$ cat src/design/f2r_pkg.sv
// shared types, constants and the rad50 character map for the filename encoder
// no dependencies; used by f2r_parse and filename_to_rad50_encoder
package f2r_pkg;

	localparam logic [7:0] CH_SLASH = 8'h2F;
	localparam logic [7:0] CH_DOT   = 8'h2E;
	localparam logic [7:0] CH_DEL   = 8'hFF;

	localparam logic [2:0] NAME_MAX = 3'd6;
	localparam logic [2:0] WORD_LEN = 3'd3;
	localparam logic [1:0] EXT_MAX  = 2'd3;

	localparam logic [5:0] CODE_UNKNOWN = 6'd29;

	typedef enum logic [1:0] {
		PH_NAME = 2'd0,
		PH_EXT  = 2'd1,
		PH_DONE = 2'd2
	} phase_t;

	typedef struct packed {
		logic       valid;
		logic       last;
		logic [7:0] character;
	} step_t;

	typedef struct packed {
		logic [15:0] first;
		logic [15:0] second;
		logic [15:0] ext;
	} words_t;

	function automatic logic [5:0] rad_code(input logic [7:0] c);
		logic [6:0] l;
		logic [5:0] r;
		l = c[6:0];
		r = CODE_UNKNOWN;
		if (c == CH_DEL) begin
			r = 6'd0;
		end else if (l == 7'h20) begin
			r = 6'd0;
		end else if (l == 7'h24) begin
			r = 6'd27;
		end else if (l == 7'h2E) begin
			r = 6'd28;
		end else if (l >= 7'h30 && l <= 7'h39) begin
			r = 6'd30 + 6'(l - 7'h30);
		end else if (l >= 7'h41 && l <= 7'h5A) begin
			r = 6'd1 + 6'(l - 7'h41);
		end else if (l >= 7'h61 && l <= 7'h7A) begin
			r = 6'd1 + 6'(l - 7'h61);
		end
		return r;
	endfunction

	// weight of a character by its place in a three-character word
	function automatic logic [10:0] weight(input logic [2:0] pos);
		logic [10:0] w;
		case (pos)
			3'd0, 3'd3: w = 11'd1600;
			3'd1, 3'd4: w = 11'd40;
			default:    w = 11'd1;
		endcase
		return w;
	endfunction

endpackage

$ cat src/design/f2r_parse.sv
// path parser state and rad50 accumulators, one character per step
// depends on f2r_pkg
module f2r_parse (
	input  logic            clk,
	input  logic            arst_n,
	input  f2r_pkg::step_t  step,
	output f2r_pkg::words_t words
);

	f2r_pkg::phase_t phase_q, phase_d;
	logic [2:0]  name_len_q, name_len_d;
	logic [1:0]  ext_len_q, ext_len_d;
	logic [15:0] acc_first_q, acc_first_d;
	logic [15:0] acc_second_q, acc_second_d;
	logic [15:0] acc_ext_q, acc_ext_d;

	logic [5:0]  code;
	logic        is_dot;
	logic [15:0] name_term;
	logic [15:0] ext_term;
	logic        put_name;
	logic        put_ext;

	assign code      = f2r_pkg::rad_code(step.character);
	assign is_dot    = (step.character == f2r_pkg::CH_DOT);
	assign name_term = 16'(f2r_pkg::weight(name_len_q)) * 16'(code);
	assign ext_term  = 16'(f2r_pkg::weight({1'b0, ext_len_q})) * 16'(code);

	always_comb begin
		phase_d      = phase_q;
		put_name     = 1'b0;
		put_ext      = 1'b0;
		name_len_d   = name_len_q;
		ext_len_d    = ext_len_q;
		acc_first_d  = acc_first_q;
		acc_second_d = acc_second_q;
		acc_ext_d    = acc_ext_q;
		if (step.character != f2r_pkg::CH_SLASH) begin
			unique case (phase_q)
				f2r_pkg::PH_NAME: begin
					if (name_len_q == 3'd0) begin
						put_name = 1'b1;
					end else if (is_dot) begin
						phase_d = f2r_pkg::PH_EXT;
					end else if (name_len_q < f2r_pkg::NAME_MAX) begin
						put_name = 1'b1;
					end else begin
						phase_d = f2r_pkg::PH_EXT;
						put_ext = 1'b1;
					end
				end
				f2r_pkg::PH_EXT: begin
					if (ext_len_q == 2'd0) begin
						put_ext = 1'b1;
					end else if (is_dot) begin
						phase_d = f2r_pkg::PH_DONE;
					end else if (ext_len_q < f2r_pkg::EXT_MAX) begin
						put_ext = 1'b1;
					end else begin
						phase_d = f2r_pkg::PH_DONE;
					end
				end
				default: begin
				end
			endcase
			if (put_name) begin
				if (name_len_q < f2r_pkg::WORD_LEN) begin
					acc_first_d = acc_first_q + name_term;
				end else begin
					acc_second_d = acc_second_q + name_term;
				end
				name_len_d = name_len_q + 3'd1;
			end
			if (put_ext) begin
				acc_ext_d = acc_ext_q + ext_term;
				ext_len_d = ext_len_q + 2'd1;
			end
		end else begin
			phase_d      = f2r_pkg::PH_NAME;
			name_len_d   = 3'd0;
			ext_len_d    = 2'd0;
			acc_first_d  = 16'd0;
			acc_second_d = 16'd0;
			acc_ext_d    = 16'd0;
		end
	end

	assign words.first  = acc_first_d;
	assign words.second = acc_second_d;
	assign words.ext    = acc_ext_d;

	always_ff @(posedge clk or negedge arst_n) begin
		if (!arst_n) begin
			phase_q      <= f2r_pkg::PH_NAME;
			name_len_q   <= 3'd0;
			ext_len_q    <= 2'd0;
			acc_first_q  <= 16'd0;
			acc_second_q <= 16'd0;
			acc_ext_q    <= 16'd0;
		end else if (step.valid) begin
			if (step.last) begin
				phase_q      <= f2r_pkg::PH_NAME;
				name_len_q   <= 3'd0;
				ext_len_q    <= 2'd0;
				acc_first_q  <= 16'd0;
				acc_second_q <= 16'd0;
				acc_ext_q    <= 16'd0;
			end else begin
				phase_q      <= phase_d;
				name_len_q   <= name_len_d;
				ext_len_q    <= ext_len_d;
				acc_first_q  <= acc_first_d;
				acc_second_q <= acc_second_d;
				acc_ext_q    <= acc_ext_d;
			end
		end
	end

endmodule

$ cat src/design/filename_to_rad50_encoder.sv
// top level of the rad50 filename encoder: input register, parser, result register
// depends on f2r_pkg and f2r_parse
//
// Takes a path one character per cycle while req_stall is low and, on the
// character marked is_last, delivers the name and extension as three rad50
// words (name 1-3, name 4-6, extension). Only the part after the latest slash
// counts. A character is registered in the input register, folded into the
// running words by the parser as it leaves that register, and for a last
// character the words then enter the result register, which raises rsp_valid.
// The parser's state update never holds the flow; a request waits only when
// a last character finds an earlier result still stalled in the result
// register.
module filename_to_rad50_encoder (
	input  logic        clk,
	input  logic        arst_n,
	input  logic        req_valid,
	output logic        req_stall,
	input  logic [7:0]  character,
	input  logic        is_last,
	output logic        rsp_valid,
	input  logic        rsp_stall,
	output logic [15:0] name_word_first,
	output logic [15:0] name_word_second,
	output logic [15:0] ext_word
);

	logic       valid_s1;
	logic       last_s1;
	logic [7:0] char_s1;
	logic       advance;
	logic       rsp_valid_q;

	f2r_pkg::step_t  step;
	f2r_pkg::words_t words;
	f2r_pkg::words_t words_q;

	assign advance   = valid_s1 && (!last_s1 || !rsp_valid_q || !rsp_stall);
	assign req_stall = valid_s1 && !advance;

	always_ff @(posedge clk or negedge arst_n) begin
		if (!arst_n) begin
			valid_s1 <= 1'b0;
		end else if (!req_stall) begin
			valid_s1 <= req_valid;
		end
	end

	always_ff @(posedge clk) begin
		if (req_valid && !req_stall) begin
			char_s1 <= character;
			last_s1 <= is_last;
		end
	end

	assign step.valid     = advance;
	assign step.last      = last_s1;
	assign step.character = char_s1;

	f2r_parse u_parse (
		.clk    (clk),
		.arst_n (arst_n),
		.step   (step),
		.words  (words)
	);

	always_ff @(posedge clk or negedge arst_n) begin
		if (!arst_n) begin
			rsp_valid_q <= 1'b0;
		end else if (advance && last_s1) begin
			rsp_valid_q <= 1'b1;
		end else if (!rsp_stall) begin
			rsp_valid_q <= 1'b0;
		end
	end

	always_ff @(posedge clk) begin
		if (advance && last_s1) begin
			words_q <= words;
		end
	end

	assign rsp_valid        = rsp_valid_q;
	assign name_word_first  = words_q.first;
	assign name_word_second = words_q.second;
	assign ext_word         = words_q.ext;

	// a new result only follows a last character leaving the input register
	assert property (@(posedge clk) disable iff (!arst_n)
		$rose(rsp_valid_q) |-> $past(advance && last_s1))
		else $error("result raised without a last character");

	// a last character never overwrites a result that is still stalled
	assert property (@(posedge clk) disable iff (!arst_n)
		(advance && last_s1) |-> (!rsp_valid_q || !rsp_stall))
		else $error("pending result overwritten");

	// requests wait only behind a last character blocked by the result side
	assert property (@(posedge clk) disable iff (!arst_n)
		req_stall |-> (valid_s1 && last_s1 && rsp_valid_q && rsp_stall))
		else $error("request stalled without cause");

endmodule

$ cat config.mk
export PLATFORM = sky130hd
export DESIGN_NAME = filename_to_rad50_encoder
export DESIGN_NICKNAME = d
export VERILOG_FILES = /design/src/design/f2r_pkg.sv /design/src/design/f2r_parse.sv /design/src/design/filename_to_rad50_encoder.sv
export SDC_FILE = /design/constraint.sdc
export NUM_CORES = 1
export LEC_CHECK = 0
export BUFFER_PORTS_ARGS = -buffer_cell sky130_fd_sc_hd__buf_2
export CORE_MARGIN = 5
export CORE_UTILIZATION = 40
export DETAILED_ROUTE_END_ITERATION = 8
export SYNTH_ARGS = -nofsm -noshare
export SYNTH_HDL_FRONTEND = slang
export SYNTH_HIERARCHICAL = 1
export SYNTH_SLANG_ARGS = --single-unit
$ cat constraint.sdc
create_clock -name clk -period 7.4 [get_ports clk]
set_clock_uncertainty 0.1 [all_clocks]
set_input_delay 0.37 -clock clk [delete_from_list [all_inputs] [get_ports clk]]
set_output_delay 0.37 -clock clk [all_outputs]
set_load 0.01 [all_outputs]
# Word-level counts from Yosys, hierarchy flattened
# Cells that the tools add are included.
totals:
  regBits: 114
  input_bits: 13
classes:
  muxes: 50
  mul: 2
  order_cmp: 9
  n_eq_ne: 20
  reduce_logical: 23
  n_addsub: 11
op_table:
  columns: ["cell", "n"]
  rows:
  - ["16-bit two-way mux", 11]
  - ["16-bit adder", 3]
  - ["11-bit case mux with 2 select lines", 2]
  - ["6-bit two-way mux", 7]
  - ["11-bit by 6-bit multiplier with 16-bit output", 2]
  - ["2-bit two-way mux", 11]
  - ["7-bit by 6-bit == test with 1-bit output, second input constant", 3]
  - ["7-bit >= comparator, second input constant", 2]
  - ["7-bit <= comparator, second input constant", 2]
  - ["1-bit two-way mux", 14]
  - ["1-bit by 6-bit adder with 6-bit output, first input constant", 2]
  - ["4-bit != test, second input constant", 3]
  - ["6-bit subtractor, second input constant", 2]
  - ["5-bit by 4-bit != test with 1-bit output, second input constant", 2]
  - ["3-bit two-way mux", 3]
  - ["8-bit by 6-bit == test with 1-bit output, second input constant", 1]
  - ["8-bit == test, second input constant", 1]
  - ["8-bit by 6-bit != test with 1-bit output, second input constant", 1]
  - ["7-bit by 6-bit >= comparator with 1-bit output, second input constant", 1]
  - ["7-bit by 6-bit <= comparator with 1-bit output, second input constant", 1]
  - ["1-bit logical AND", 7]
  - ["5-bit by 6-bit adder with 6-bit output, first input constant", 1]
  - ["3-bit != test, second input constant", 2]
  - ["6-bit AND reduction", 1]
  - ["other kinds (20)", 30]

# Depth between registers and ports, before layout
# Gate-level depths: netlist of run 1.
logic_depth:
  ltp_word: 15
  depth_mapped: 28
  mapped_depth_nobuf: 27

# Hierarchy
# The synthesis of run 1 kept the hierarchy.
modules_own_cells:
  columns: ["mod", "seq_area_each_um2", "cells_each", "area_each_um2", "n_inst"]
  rows:
  - ["f2r_parse", 1376.3, 918, 7484.7, 1]
  - ["filename_to_rad50_encoder", 1761.7, 69, 1816.7, 1]

# Worst setup path after synthesis of run 1
# Ideal clock, no wire load.
synth_path:
  kind: "register -> register"
  startpoint: "reg char_s1[1]"
  endpoint: "reg words_q (netlist bit name_word_first[15]) (data pin)"
  required_ps: 7037
  path_buffers: 1
  path_slack_ps: 1329
  t_arrival_ps: 5709
  period_less_slack_ps: 6071
  path_stages_with_launch: 28
  cell_sequence: "edfxtp_1 -> inv_1 -> ha_1 -> or4b_1 -> o211ai_1 -> o21ai_1 -> o21ai_1 -> nand2b_1 -> buf_2 -> nor2_2 -> ha_1 -> ha_1 -> fa_1 -> ha_1 -> a21o_1 -> a21oi_1 -> o21bai_1 -> a21oi_1 -> o21ai_0 -> a2111oi_0 -> nand3b_1 -> ha_1 -> a21o_1 -> nor2_1 -> o211ai_1 -> a21bo_2 -> a21oi_1 -> mux2i_1"
synth_lines:
  columns: ["element", "line_no", "rtl"]
  rows:
  - ["start: declaration", "filename_to_rad50_encoder.sv:29", "logic [7:0] char_s1;"]
  - ["start signal: assignment", "filename_to_rad50_encoder.sv:50", "char_s1 <= character;"]
  - ["end signal: assignment", "filename_to_rad50_encoder.sv:78", "words_q <= words;"]
  - ["end: declaration", "filename_to_rad50_encoder.sv:35", "f2r_pkg::words_t words_q;"]

==> results of run 1 <==
-- cells by family (layout without fill, tap and decap cells) --
family / after synthesis / in the layout
multiplexers: 5 / 5
buffers and inverters: 139 / 207
AND/OR/NAND/NOR: 288 / 288
AO/OA/AOI/OAI: 253 / 253
adder cells (fa/ha/maj): 144 / 144
flip-flops: 114 / 114
XOR/XNOR: 44 / 44
-- synth_stat cells (4+ instances only) --
library cell  instances
a211oi_1             10
nand2b_1              8
nor2b_1               7
a22o_1               30
or3_1                 6
and2_1                6
edfxtp_1             57
o21a_1                9
o21bai_1              7
or4_1                 7
nand3_1              24
a211o_1               4
a21o_1               21
a21boi_0              4
nand4_1               7
nand2_1             110
o31ai_1              10
nor2_1               62
nor3_1               15
o211ai_1              4
fa_1                 29
and3_1                6
dfrtp_1              57
nor4_1                5
clkbuf_1             10
ha_1                115
buf_2                13
xor2_1               17
o21ai_0              19
inv_1               108
a21oi_1              69
xnor2_1              27
a31oi_1               4
o21ai_1              21
nand3b_1              5
-- routing by layer --
metal / GRT usage / vias up / part of all wire / wire [um]
met5: 0 / - / 0 / 0
met4: 0.0465 / 0 / 0.016 / 371
met3: 0.0332 / 23 / 0.050 / 1150
met2: 0.273 / 182 / 0.43 / 9960
met1: 0.257 / 3535 / 0.50 / 11600
li1: - / 3645 / - / -
-- registers in the layout, summed over array words and instances, names as in the netlist, 2 cells and up --
name                  flops
u_parse/acc_ext_q        16
u_parse/phase_q           2
u_parse/acc_first_q      16
char_s1                   8
ext_word                 16
u_parse/ext_len_q         2
u_parse/acc_second_q     16
name_word_first          16
name_word_second         16
u_parse/name_len_q        3
-- layout make-up --
class / count / area share
tap: 313 / 0.0373
inverter: 109 / 0.0390
timing repair buffer: 66 / 0.0324
multi-input combinational: 734 / 0.535
clock inverter: 9 / 0.0125
clock buffer: 23 / 0.0446
sequential: 114 / 0.299
-- worst max-delay path by stage --
stage,startpoint,to,slack (ns),cells after the start
detailed placement,char_s1[2]$_DFFE_PP_,name_word_first[15]$_DFFE_PP_,0.66,26
global placement,char_s1[1]$_DFFE_PP_,name_word_first[15]$_DFFE_PP_,0.87,26
finish,char_s1[2]$_DFFE_PP_,name_word_first[15]$_DFFE_PP_,0.62,26
CTS,char_s1[1]$_DFFE_PP_,name_word_first[15]$_DFFE_PP_,0.62,26
floorplan,char_s1[1]$_DFFE_PP_,name_word_first[15]$_DFFE_PP_,1.33,27
global route,char_s1[2]$_DFFE_PP_,name_word_first[15]$_DFFE_PP_,0.11,26
-- through the flow --
stage	utilization	setup WS (ns)	cell area (um^2)	hold slack (ns)
after floorplan	-	1.33	9300	-0.0256
after global placement	0.435	0.868	9900	0.369
after detailed placement	0.435	0.660	9900	0.377
after CTS	0.461	0.618	10500	0.0161
after global routing	0.461	0.114	10500	0.0179
final	0.461	0.618	10500	0.0326
==> results.toml, run 1 <==
[sta]
period_minus_slack_ns = 6.78
finalMaxSlewViolations = 0
slew_headroom = 0.253
grt_setup_unrepaired = "no"
period_share = 0.916
hold_violations = 0
worstMarginPinSlew_ns = 1.11
setup_violations = 0
tns_ns = 0
fmax_ghz = 0.147

[grt]
overflow = 0
grt_pass1_wl_um = 37400
grt_max_degree = 58
grtUsageTotal = 0.177
grt_pass1_vias = 7113
antenna_found_initial = 0

[synthesis]
synth_adder_area_share = 0.217
synth_top_family_by_area = "adder cells"
synth_area_leaders = "edfxtp_1, ha_1, dfrtp_1"
ys_seq_area_frac = 0.337
syn_area_um2 = 9300
async_flop_share = 0.500
synth-xor-area-share = 0.0414
synth_edf_count = 57
synth-compound-area-share = 0.189
syn_area_per_cell_um2 = 9.42
synth_ff_type = "edfxtp_1"
yosysWarnings = 6
synth_top_cell_area_share = 0.184
synth_mux_area_frac = 0.00565
synthSimpleGateAreaFrac = 0.148
synthesis.nets = 1144
synthDistinctLibCells = 86
synth_top_area_cell = "edfxtp_1"
synth_cells = 987
ys_ff_latch = 114

[worst_setup_path]
r2r-start = "char_s1[2]$_DFFE_PP_"
crit_buf_inv = 1
cp_common_cell = "ha_1"
r2r-end = "name_word_first[15]$_DFFE_PP_"
end_kind = "flop"
worstPathArrival_ns = 6.83
worst_setup_path_start_kind = "flop"
cp_max_fo = 8
crit_family = "compound AO/OA/AOI/OAI gates"
reg2reg_depth = 26
slowest_stage = "fa_1"
worst_ep_required_time_ns = 7.45
max_stage_delay_ns = 0.54
critical_path_class = "flop to flop"
r2r_slack_ns = 0.62

[min_path]
hold_end = "last_s1$_DFFE_PP_"
hold_depth = 1
hp-start = "is_last"
min_path_type = "input pin to flop"

[routing]
routed_via_density = 5.40
dr.pass1.iters = 5
drt_wl_total_um = 23000
drc = 0
detail_route.wl_per_cell_um = 16.8
dr_total_vias = 7385
drtIter0Drc = 498
final_antenna_net_count = 0

[clock_network]
cts.repair.resized = 0
cts_root_buf = "clkbuf_16"
cts_num_sinks = 114
insertion_delay_ns = 0.41
clock_path_buffers = 2
hold_buffers = 0
cts_buffers = 17
cts_tree = "built"
clk_pin_slew_ns = 0.06
h-tree-depth = 4
cts_post_setup_buffers_inserted = 0

[placed_design]
globalplace.congestion = 0.878
io_buffers = 62
dp.cells = 1336
dp_hpwl_um = 16500

[die]
fp.coreArea_um2 = 22800
die_w_um = 162
dieArea_um2 = 26400
io_pins = 63
rows = 55
start_util = 0.408
die_y_um = 162

[layout]
antenna_cells = 0
fin_nets = 1199
final_common_cell = "ha_1"
syn2layout_area_growth_pct = 12.9
final_cell_count_no_fill = 1368
seq_area_um2 = 3140
layout-drive-gt1-share = 0.114
fillers = 2120
mostFrequentLayoutCells = "ha_1, nand2_1, inv_1, a21oi_1"
multiInputGateArea_um2 = 5620

[flow_run]
maxCapViolations = 0

[status]
outcome = "finished clean"
Power of run 1 is not shown: default switching activity piles up to over one toggle a cycle in this logic, so the estimate is an artifact.
==> run 2: changes to the inputs <==
--- a/config.mk
+++ b/config.mk
@@ -11,5 +11,4 @@
 export DETAILED_ROUTE_END_ITERATION = 8
 export SYNTH_ARGS = -nofsm -noshare
 export SYNTH_HDL_FRONTEND = slang
-export SYNTH_HIERARCHICAL = 1
 export SYNTH_SLANG_ARGS = --single-unit
==> results.toml, run 2 <==
[status]
outcome = "finished clean"

[routing]
routed_via_density = 5.49
detail_route.wl_per_cell_um = 16.9
final_antenna_net_count = 0
drc = 0
drt_wl_total_um = 23500
dr_total_vias = 7638
drtIter0Drc = 626
dr.pass1.iters = 5

[synthesis]
synth_edf_count = 57
synth_top_cell_area_share = 0.183
syn_area_per_cell_um2 = 9.34
synth_ff_type = "edfxtp_1"
syn_area_um2 = 9350
yosysMostFrequentCell = "ha_1"
synth_common_cells = "ha_1, inv_1, nand2_1, nor2_1, a21oi_1"
synth_area_leaders = "edfxtp_1, ha_1, dfrtp_1"
yosysWarnings = 0
ys_seq_area_frac = 0.336
async_flop_share = 0.500
synthDistinctLibCells = 69
synthesis.nets = 1158
synth_cells = 1001
ys_ff_latch = 114
synth_top_area_cell = "edfxtp_1"

[worst_setup_path]
critical_path_class = "flop to flop"
critPathLaunch = "char_s1[2]$_DFFE_PP_"
reg2reg_depth = 25
worst-path-stages = 25
cp_common_cell = "ha_1"
worst_ep_required_time_ns = 7.45
worstPathArrival_ns = 6.91
r2r-end = "name_word_first[15]$_DFFE_PP_"
max_stage_delay_ns = 0.54
crit_family = "compound AO/OA/AOI/OAI gates"
slowest_stage = "fa_1"
r2r-start = "char_s1[2]$_DFFE_PP_"
worst_setup_path_start_kind = "flop"
r2r_slack_ns = 0.54
cp-endpoint = "name_word_first[15]$_DFFE_PP_"
end_kind = "flop"
cp_max_fo = 9
crit_buf_inv = 2

[clock_network]
clk_pin_slew_ns = 0.06
cts.repair.resized = 0
cts_root_buf = "clkbuf_16"
cts_post_setup_buffers_inserted = 0
hold_buffers = 0
cts_tree = "built"
cts_buffers = 17
cts_num_sinks = 114
clock_path_buffers = 2
h-tree-depth = 4
insertion_delay_ns = 0.42

[placed_design]
place_ws_ns = 0.587
globalplace.congestion = 0.849
dp.cells = 1360
dp_hpwl_um = 16700
io_buffers = 62

[die]
dieArea_um2 = 26500
rows = 56
die_w_um = 163
die_y_um = 163
io_pins = 63
start_util = 0.402
fp.coreArea_um2 = 23300

[grt]
grt_max_degree = 58
overflow = 0
grtUsageTotal = 0.181
grt_pass1_vias = 7260
antenna_found_initial = 0
grt_pass1_wl_um = 38000

[flow_run]
maxCapViolations = 0

[sta]
fin_ws_ns = 0.541
grt_setup_unrepaired = "no"
period_minus_slack_ns = 6.86
setup_violations = 0
worstMarginPinSlew_ns = 1.11
period_share = 0.927
fmax_ghz = 0.146
tns_ns = 0
hold_violations = 0
finalMaxSlewViolations = 0
slew_headroom = 0.255

[layout]
fin_nets = 1217
mostFrequentLayoutCells = "ha_1, inv_1, nand2_1, nor2_1, a21oi_1"
antenna_cells = 0
syn2layout_area_growth_pct = 13.0
final_common_cell = "ha_1"
final_core_util = 0.454
layout-drive-gt1-share = 0.124
final_cell_count_no_fill = 1392

[min_path]
min_path_type = "input pin to asynchronous set/reset pin"
==> run 2: changes by cell type after synthesis, moves of 6 or more <==
cell     previous run  this run
nor2_1             62        81
o21ai_0            19        37
nand2_1           110        99
or2_2               1         7
o21ai_1            21         7
nand3_1            24        37
or3_1               6        15
nor3_1             15        25
inv_1             108        99
==> run 2: layout make-up <==
cell class / instances / area [um^2]
fillers: 2266 / 12700
multi-input cells: 757 / 5700
flip-flops and latches: 114 / 3140
clock buffers: 19 / 443
well taps: 319 / 399
repair buffers: 71 / 378
inverters: 99 / 372
clock inverters: 13 / 138
==> run 2: cell families after synthesis <==
logic type	count (synthesis)	synth area share
compound gates	248	0.185
xor+xnor	41	0.0384
fa+ha+maj	144	0.216
buf+inv	130	0.0553
flops	114	0.336
mux	9	0.0100
simple gates	315	0.160
==> run 2: worst min-delay path by stage <==
stage                                                to
floorplan                         rsp_valid$_DFFE_PN0P_
global placement       u_parse.acc_ext_q[6]$_DFFE_PN0P_
detailed placement    u_parse.acc_ext_q[11]$_DFFE_PN0P_
CTS                                   last_s1$_DFFE_PP_
global route                          last_s1$_DFFE_PP_
finish              u_parse.acc_second_q[8]$_DFFE_PN0P_
==> run 2: per-stage QoR <==
step	hold WS, ns	area, um^2
3_3_place_gp	0.389	9990
5_1_grt	0.00346	10600
6_report	0.0162	10600
4_1_cts	0.00447	10600
3_5_place_dp	0.396	9990
2_1_floorplan	-0.0256	9350
==> run 2: layer usage <==
metal / vias up / part of all wire / track usage
met5: - / 0 / 0
met4: 0 / 0.016 / 0.0480
met3: 31 / 0.054 / 0.0367
met2: 206 / 0.44 / 0.279
met1: 3700 / 0.49 / 0.260
li1: 3701 / - / -
Power of run 2 is left out for the same reason.
